<file path="config.mk">
export PLATFORM = sky130hd
export DESIGN_NAME = moving_sum_peak_detector
export DESIGN_NICKNAME = d
export VERILOG_FILES = /design/src/hw/rtl/mspd_pkg.sv /design/src/hw/rtl/moving_sum_peak_detector.sv
export SDC_FILE = /design/constraint.sdc
export NUM_CORES = 2
export LEC_CHECK = 0
export BUFFER_PORTS_ARGS = -buffer_cell sky130_fd_sc_hd__buf_2
export CAP_MARGIN = 10
export CORE_MARGIN = 2
export CORE_UTILIZATION = 55
export CTS_CLUSTER_DIAMETER = 30
export CTS_CLUSTER_SIZE = 28
export DETAILED_ROUTE_END_ITERATION = 10
export PLACE_DENSITY = 0.82
export SLEW_MARGIN = 20
export SYNTH_ARGS = -nofsm -noshare
export SYNTH_HDL_FRONTEND = slang
export SYNTH_SLANG_ARGS = --single-unit
</file>
<file path="constraint.sdc">
create_clock -name aclk -period 27.7 [get_ports aclk]
set_input_delay 5.54 -clock aclk [delete_from_list [all_inputs] [get_ports aclk]]
set_output_delay 5.54 -clock aclk [all_outputs]
set_load 0.01 [all_outputs]
</file>
<file path="src/hw/rtl/mspd_pkg.sv">
package mspd_pkg;

    // Ring depths; both are powers of two so that pointers wrap by truncation.
    localparam int MAX_WINDOW = 64;
    localparam int MAX_HOLD   = 64;
    localparam int WIN_PTR_W  = $clog2(MAX_WINDOW);
    localparam int HOLD_PTR_W = $clog2(MAX_HOLD);

    // Field and register widths.
    localparam int BIN_W  = 16;
    localparam int DATA_W = 32;
    localparam int LEN_W  = 7;
    localparam int ADDR_W = 3;
    localparam int PDATA_W = 32;

    // Configuration register indexes and their reset values.
    localparam logic [ADDR_W-3:0] REG_WINDOW_LENGTH = 1'b0;
    localparam logic [ADDR_W-3:0] REG_HOLD_LENGTH   = 1'b1;
    localparam logic [LEN_W-1:0]  WINDOW_LENGTH_RST = LEN_W'(16);
    localparam logic [LEN_W-1:0]  HOLD_LENGTH_RST   = LEN_W'(8);

    // Legal ranges of the two lengths.
    localparam logic [LEN_W-1:0] WINDOW_MIN = LEN_W'(2);
    localparam logic [LEN_W-1:0] WINDOW_MAX = LEN_W'(MAX_WINDOW);
    localparam logic [LEN_W-1:0] HOLD_MIN   = LEN_W'(1);
    localparam logic [LEN_W-1:0] HOLD_MAX   = LEN_W'(MAX_HOLD);

    // One input item: a spectrum bin and the end-of-frame flag.
    typedef struct packed {
        logic [BIN_W-1:0] bin_value;
        logic             last_bin;
    } mspd_in_t;

    // One result item, produced once per frame.
    typedef struct packed {
        logic              peak_found;
        logic [DATA_W-1:0] peak_position;
        logic [DATA_W-1:0] window_sum;
    } mspd_out_t;

    // Saturate a length register into its legal range.
    function automatic logic [LEN_W-1:0] clamp_len(
        input logic [LEN_W-1:0] v,
        input logic [LEN_W-1:0] lo,
        input logic [LEN_W-1:0] hi
    );
        logic [LEN_W-1:0] r;
        if (v < lo) begin
            r = lo;
        end else if (v > hi) begin
            r = hi;
        end else begin
            r = v;
        end
        return r;
    endfunction

endpackage

</file>
<file path="src/hw/rtl/moving_sum_peak_detector.sv">
// Moving-sum peak-hold detector.
// Bins of a spectrum frame enter on the s_ channel (valid/ready), one item per
// cycle; last_bin marks the end of a frame. Each frame produces exactly one
// item on the m_ channel carrying the moving sum over window_length-1 frames,
// a flag that a held maximum has now been confirmed as a peak, and the frame
// position of the most recent peak. Bins without last_bin produce nothing.
// Throughput is one item per cycle while results are taken, including back-to-back
// last bins. A frame result reaches m_valid through the input register and then
// the result register: the accepting edge loads the input register, and the frame
// step carries it into the result register. The ring reads are fetched ahead from
// the post-update pointers, which is what allows a frame step every cycle.
// window_length and hold_length must be written over APB only while idle; the
// block does not enforce it. Out-of-range values saturate into their legal ranges.
// Reset clears all control state at once; ring entries never written read as zero
// through per-entry valid bits, so no clearing pass is needed.
// When m_ready is low the result waits in its register; ordinary bins keep
// flowing, and a further last bin waits in the input register, which then
// holds s_ready low until the result is taken.
module moving_sum_peak_detector (
    input  logic                              aclk,
    input  logic                              aresetn,
    input  logic                              s_valid,
    output logic                              s_ready,
    input  mspd_pkg::mspd_in_t                s_data,
    output logic                              m_valid,
    input  logic                              m_ready,
    output mspd_pkg::mspd_out_t               m_data,
    input  logic                              psel,
    input  logic                              penable,
    input  logic                              pwrite,
    input  logic [mspd_pkg::ADDR_W-1:0]       paddr,
    input  logic [mspd_pkg::PDATA_W-1:0]      pwdata,
    output logic [mspd_pkg::PDATA_W-1:0]      prdata,
    output logic                              pready
);
    import mspd_pkg::*;

    // Configuration registers.
    logic [LEN_W-1:0] win_len_reg, win_len_next;
    logic [LEN_W-1:0] hold_len_reg, hold_len_next;
    logic             cfg_wr;

    // Input stage.
    logic              in_valid_reg;
    logic [DATA_W-1:0] in_total_reg;
    logic              in_last_reg;
    logic [DATA_W-1:0] frame_acc_reg;
    logic [DATA_W-1:0] acc_plus_bin;

    // Frame state.
    logic [DATA_W-1:0]     last_prefix_reg;
    logic [WIN_PTR_W-1:0]  pw_reg;
    logic [HOLD_PTR_W-1:0] hw_reg;
    logic [DATA_W-1:0]     best_reg;
    logic [LEN_W-1:0]      hcount_reg;
    logic [DATA_W-1:0]     frames_reg;
    logic [DATA_W-1:0]     peak_frame_reg;

    // Rings with per-entry valid bits and registered read ports.
    logic [DATA_W-1:0]     prefix_mem [MAX_WINDOW];
    logic [MAX_WINDOW-1:0] prefix_vld_reg;
    logic [DATA_W-1:0]     prefix_rd_reg;
    logic                  prefix_rd_vld_reg;
    logic [DATA_W-1:0]     hold_mem [MAX_HOLD];
    logic [MAX_HOLD-1:0]   hold_vld_reg;
    logic [DATA_W-1:0]     hold_rd_reg;
    logic                  hold_rd_vld_reg;

    // Output register.
    logic      out_valid_reg;
    mspd_out_t out_reg;

    // Handshake and frame step signals.
    logic out_free, consume, step, s_fire;

    logic [LEN_W-1:0]      w_cur, h_cur, w_nx, h_nx;
    logic [WIN_PTR_W-1:0]  new_pw, pw_next, prefix_raddr;
    logic [HOLD_PTR_W-1:0] new_hw, hw_next, hold_raddr;
    logic [DATA_W-1:0]     sum, oldest, wsum, best1, held, best_n, peak_n, offset;
    logic [LEN_W-1:0]      hc1, hc_n;
    logic                  gt, found;

    // The APB port is always ready; reads return the raw register value.
    assign pready = 1'b1;
    assign cfg_wr = psel && penable && pwrite;

    always_comb begin
        case (paddr[ADDR_W-1:2])
            REG_WINDOW_LENGTH: prdata = PDATA_W'(win_len_reg);
            REG_HOLD_LENGTH:   prdata = PDATA_W'(hold_len_reg);
            default:           prdata = '0;
        endcase
    end

    always_comb begin
        win_len_next  = win_len_reg;
        hold_len_next = hold_len_reg;
        if (cfg_wr) begin
            case (paddr[ADDR_W-1:2])
                REG_WINDOW_LENGTH: win_len_next  = pwdata[LEN_W-1:0];
                REG_HOLD_LENGTH:   hold_len_next = pwdata[LEN_W-1:0];
                default: ;
            endcase
        end
    end

    // An item with a last bin needs a free result slot; other bins always move on.
    assign out_free = !out_valid_reg || m_ready;
    assign consume  = in_valid_reg && (!in_last_reg || out_free);
    assign step     = consume && in_last_reg;
    assign s_ready  = !in_valid_reg || consume;
    assign s_fire   = s_valid && s_ready;

    // The frame total is accumulated as bins are accepted.
    assign acc_plus_bin = frame_acc_reg + DATA_W'(s_data.bin_value);

    // Effective lengths, now and after this edge.
    assign w_cur = clamp_len(win_len_reg, WINDOW_MIN, WINDOW_MAX);
    assign h_cur = clamp_len(hold_len_reg, HOLD_MIN, HOLD_MAX);
    assign w_nx  = clamp_len(win_len_next, WINDOW_MIN, WINDOW_MAX);
    assign h_nx  = clamp_len(hold_len_next, HOLD_MIN, HOLD_MAX);

    // Frame step datapath.
    assign new_pw = pw_reg + WIN_PTR_W'(1);
    assign new_hw = hw_reg + HOLD_PTR_W'(1);
    assign sum    = last_prefix_reg + in_total_reg;
    assign oldest = prefix_rd_vld_reg ? prefix_rd_reg : '0;
    assign wsum   = sum - oldest;

    assign gt    = wsum > best_reg;
    assign best1 = gt ? wsum : best_reg;
    assign hc1   = gt ? h_cur : hcount_reg;

    // A hold length of one looks back at the entry written in this very frame.
    assign held = (h_cur == HOLD_MIN) ? wsum : (hold_rd_vld_reg ? hold_rd_reg : '0);

    assign offset = DATA_W'(h_cur) + DATA_W'(1) + DATA_W'(w_cur >> 1);

    always_comb begin
        if (hc1 != '0) begin
            hc_n   = hc1 - LEN_W'(1);
            found  = (hc1 == LEN_W'(1));
            best_n = best1;
        end else begin
            hc_n   = '0;
            found  = 1'b0;
            best_n = held;
        end
        peak_n = found ? (frames_reg - offset) : peak_frame_reg;
    end

    // Read addresses for the next frame step, from the pointers after this edge.
    assign pw_next      = step ? new_pw : pw_reg;
    assign hw_next      = step ? new_hw : hw_reg;
    assign prefix_raddr = pw_next + WIN_PTR_W'(2) - w_nx[WIN_PTR_W-1:0];
    assign hold_raddr   = hw_next + HOLD_PTR_W'(2) - h_nx[HOLD_PTR_W-1:0];

    // Ring storage; a read of the entry being written returns the new value.
    always_ff @(posedge aclk) begin
        if (step) begin
            prefix_mem[new_pw] <= sum;
            hold_mem[new_hw]   <= wsum;
        end
        if (step && (new_pw == prefix_raddr)) begin
            prefix_rd_reg <= sum;
        end else begin
            prefix_rd_reg <= prefix_mem[prefix_raddr];
        end
        if (step && (new_hw == hold_raddr)) begin
            hold_rd_reg <= wsum;
        end else begin
            hold_rd_reg <= hold_mem[hold_raddr];
        end
    end

    // Control state, valid bits and configuration.
    always_ff @(posedge aclk) begin
        if (!aresetn) begin
            win_len_reg       <= WINDOW_LENGTH_RST;
            hold_len_reg      <= HOLD_LENGTH_RST;
            in_valid_reg      <= 1'b0;
            frame_acc_reg     <= '0;
            last_prefix_reg   <= '0;
            pw_reg            <= '0;
            hw_reg            <= '0;
            best_reg          <= '0;
            hcount_reg        <= '0;
            frames_reg        <= '0;
            peak_frame_reg    <= '0;
            prefix_vld_reg    <= '0;
            hold_vld_reg      <= '0;
            prefix_rd_vld_reg <= 1'b0;
            hold_rd_vld_reg   <= 1'b0;
            out_valid_reg     <= 1'b0;
        end else begin
            win_len_reg  <= win_len_next;
            hold_len_reg <= hold_len_next;

            // Input register and frame accumulator.
            if (s_fire) begin
                in_valid_reg  <= 1'b1;
                frame_acc_reg <= s_data.last_bin ? '0 : acc_plus_bin;
            end else if (consume) begin
                in_valid_reg <= 1'b0;
            end

            // Frame step.
            if (step) begin
                last_prefix_reg        <= sum;
                pw_reg                 <= new_pw;
                hw_reg                 <= new_hw;
                best_reg               <= best_n;
                hcount_reg             <= hc_n;
                frames_reg             <= frames_reg + DATA_W'(1);
                peak_frame_reg         <= peak_n;
                prefix_vld_reg[new_pw] <= 1'b1;
                hold_vld_reg[new_hw]   <= 1'b1;
            end

            prefix_rd_vld_reg <= (step && (new_pw == prefix_raddr))
                                 || prefix_vld_reg[prefix_raddr];
            hold_rd_vld_reg   <= (step && (new_hw == hold_raddr))
                                 || hold_vld_reg[hold_raddr];

            // Result register.
            if (step) begin
                out_valid_reg <= 1'b1;
            end else if (m_ready) begin
                out_valid_reg <= 1'b0;
            end
        end
    end

    // Payload registers.
    always_ff @(posedge aclk) begin
        if (s_fire) begin
            in_total_reg <= acc_plus_bin;
            in_last_reg  <= s_data.last_bin;
        end
        if (step) begin
            out_reg.peak_found    <= found;
            out_reg.peak_position <= peak_n;
            out_reg.window_sum    <= wsum;
        end
    end

    assign m_valid = out_valid_reg;
    assign m_data  = out_reg;

endmodule

</file>
==> metrics.txt <==
outcome complete, no violations; EDFF count, synth 4194; Clk pin slew, worst setup/hold paths 0.06 ns; antenna violations before repair 36; post-layout util 64.4%; DR vias/cell 7.14; crit-path max FO 124; Top Family by Delay on Critical Path compound AO/OA/AOI/OAI gates; Leak 67.5 nW; Post-DP HPWL 254 mm; Synth-to-Final Area Change 16.7%; fin. max-slew vios 0; max cap viols 0; Nets 9373; Int Power 13.6 mW; Filler Cells Inserted 19100; placer congestion estimate 0.870; I/O pins 159; Die W 574 um; CTS Sinks 4531; Place WS 15.21 ns; Rel. slew slack 18.2%; CP startpoint kind flip-flop; min-delay worst type flip-flop to flip-flop; Remaining Overflow, GRT 0; period utilization 48.4%; final setup margin 14.29 ns; GRT Util Overall 33.8%; fraction of final layout cells sized beyond drive strength 1 31.7%; Final Critical Period 13.41 ns; Crit path required time 28.63 ns; cts hold-fix bufs 0; Gate Count Post-Synth 8585; sequential share of the synthesized area 74.3%; multi-input logic area 45500 um2; total power 18.5 mW; pin count of the biggest net entering global routing 141; Reg power frac 43.1%; post-synth cell types 83; sw frac 26.2%; Setup Buffers After CTS 0; cell row count 209; CTS Root Cell clkbuf_16; setup_tns 0 ns; CTS resizes 0; via count 100000; crit path buf inv count 6; DP Area 187000 um2; PwrDens 88.7 nW/um2; Post-Route Skew 0.0905 ns; #FFs+latches synth 4531; Final setup viols 0; FF/Latch Area 133000 um2; initial core utilization 55.2%; Synth Flop Type edfxtp_1; Post-Route WL 560 mm; Post-Syn Area 179000 um2; crit-path most repeated cell buf_4; Port Buffers 105; Skew-Pair Late Insertion Delay 1.11 ns; total core area 324000 um2; combinational fraction of design power 11.2%; post-layout instance area 209000 um2; Die ar. 329000 um2; CTS tree yes; average wire per standard cell 39.8 um; WS Path Type flip-flop to flip-flop; Longest Clk Path Bufs 4; worst stage delay on the critical path 0.80 ns; remaining antenna violation count 0; drt pass-1 iters 10; Final Hold Viols 0; switching power 4.85 mW; yosys warns 0; worst slew pin tran 1.22 ns; die height 574 um; worst vdd ir 70.8 uV; max frequency 0.0746 GHz; vias in the first global route 103000; Arrival @ worst endpoint 14.34 ns; Residual DRC 0; Synth async-reset ratio 0%; CP endpoint kind flip-flop; RSZ-0062 raised after global routing false; clock share of power 45.7%; first-pass GRT wire length 782 mm; htree depth 6; mean cell area of the mapped netlist 20.8 um2; Iter 0 DRT Violations 17100; TritonCTS buffer count 636; CP max stage cell o32ai_1
[synth_stat cells, types with 7 or more instances]
master	number	share of area, %
buf_4	27	0.11
dfxtp_1	337	3.8
xor2_1	73	0.36
fa_1	11	0.12
o21a_1	24	0.10
a31oi_1	23	0.081
clkbuf_1	275	0.58
a22oi_1	15	0.063
xnor2_1	108	0.53
a211oi_1	28	0.12
or3_1	15	0.053
nand2b_1	17	0.060
nor2_1	621	1.3
mux2_2	63	0.40
nand3b_1	8	0.034
nand3_1	68	0.19
nand4_1	27	0.095
buf_1	75	0.16
nor4_1	13	0.046
a21oi_1	158	0.44
and2_1	28	0.098
mux4_2	1350	17
mux2i_1	51	0.29
o211ai_1	40	0.17
nand2_1	277	0.58
ha_1	141	0.99
a211o_1	7	0.034
inv_1	99	0.21
and3_1	24	0.084
nor2b_1	18	0.063
a21o_1	44	0.18
nor3_1	46	0.13
buf_2	75	0.21
a311oi_1	12	0.059
edfxtp_1	4194	70
o21ai_0	83	0.23
[power groups by stage]
stage               clock [mW]  sequential (mW)  combinational [mW]
floorplan                    0             8.10                1.24
global placement             0             8.11                1.81
detailed placement           0             8.11                1.90
CTS                       8.47             7.97                2.01
global route              8.72             7.98                2.13
finish                    8.45             7.97                2.07
[kinds of logic (layout without fill, tap and decap cells)]
group / after synthesis / in the layout / share of synthesized area [%]
other: 2 / 49 / 0.00420
multiplexers: 1464 / 1464 / 17.7
AO/OA/AOI/OAI: 511 / 511 / 1.86
buffers and inverters: 554 / 1654 / 1.28
XOR/XNOR: 181 / 181 / 0.887
flip-flops: 4531 / 4531 / 74.3
AND/OR/NAND/NOR: 1190 / 1190 / 2.90
adder cells (fa/ha/maj): 152 / 152 / 1.11
[worst reg2reg max path, delay by kind of cell (launching register included)]
family                     cells  cell delay, ns
AOI/OAI and AO/OA             10            3.62
muxes                          4            2.13
xor gates and xnor gates       1            0.19
adders and majority gates      3            0.88
DFF                            1            0.78
and+or+nand+nor                8            2.36
buffers and inverters          6            3.33
[final timing paths]
| check | from | to | slack (ns) | cells past startpoint |
|---|---|---|---|---|
| min | peak_frame_reg[0] | peak_frame_reg[0] | 0.46 | 2 |
| max reg2reg | flip-flop | peak_frame_reg[30] | 14.29 | 32 |
| min reg2reg | peak_frame_reg[0] | peak_frame_reg[0] | 0.46 | 2 |
| max | flip-flop | peak_frame_reg[30] | 14.29 | 32 |
[layout by cell type (no fill, tap or decap), drive strengths merged, types with 8 or more instances in the layout]
master and count:
fa 11, a211oi 29, nor2 621, nand3b 8
or3 16, o211ai 40, bufinv 69, nand2 277
a311oi 13, xnor2 108, a22oi 15, nand4 27
o21ai 86, a21oi 158, clkinvlp 60, inv 216
mux2i 51, buf 368, o21a 24, nor4 16
clkbuf 702, dfxtp 337, nand2b 18, clkinv 239
conb 26, edfxtp 4194, mux2 63, diode 23
and2 30, a21o 44, a31oi 23, nor3 46
xor2 73, and3 24, ha 141, mux4 1350
nor2b 18, nand3 68
[final cells by class]
cell class,count,area share [%]
inverters,101,0.188
well taps,4325,2.59
flip-flops and latches,4531,63.6
clock buffers,702,7.85
repair buffers,368,1.25
multi-input cells,3524,21.8
diodes,23,0.0276
clock inverters,483,2.66
[per-stage QoR]
step	hold slack [ns]	std cells
6_report	0.461	14100
5_1_grt	0.484	14000
4_1_cts	0.458	14000
3_5_place_dp	0.452	12800
3_3_place_gp	0.443	12800
2_1_floorplan	0.434	8609
[routing by layer]
metal | vias to the layer above | track usage, % | routed length (um)
met3 | 2770 | 8.66 | 69400
li1 | 36700 | - | -
met5 | - | 0 | 193
met4 | 30 | 23.0 | 47400
met1 | 50700 | 38.8 | 166000
met2 | 10100 | 56.1 | 277000
No activity file was read; power rests on OpenSTA's default activity.
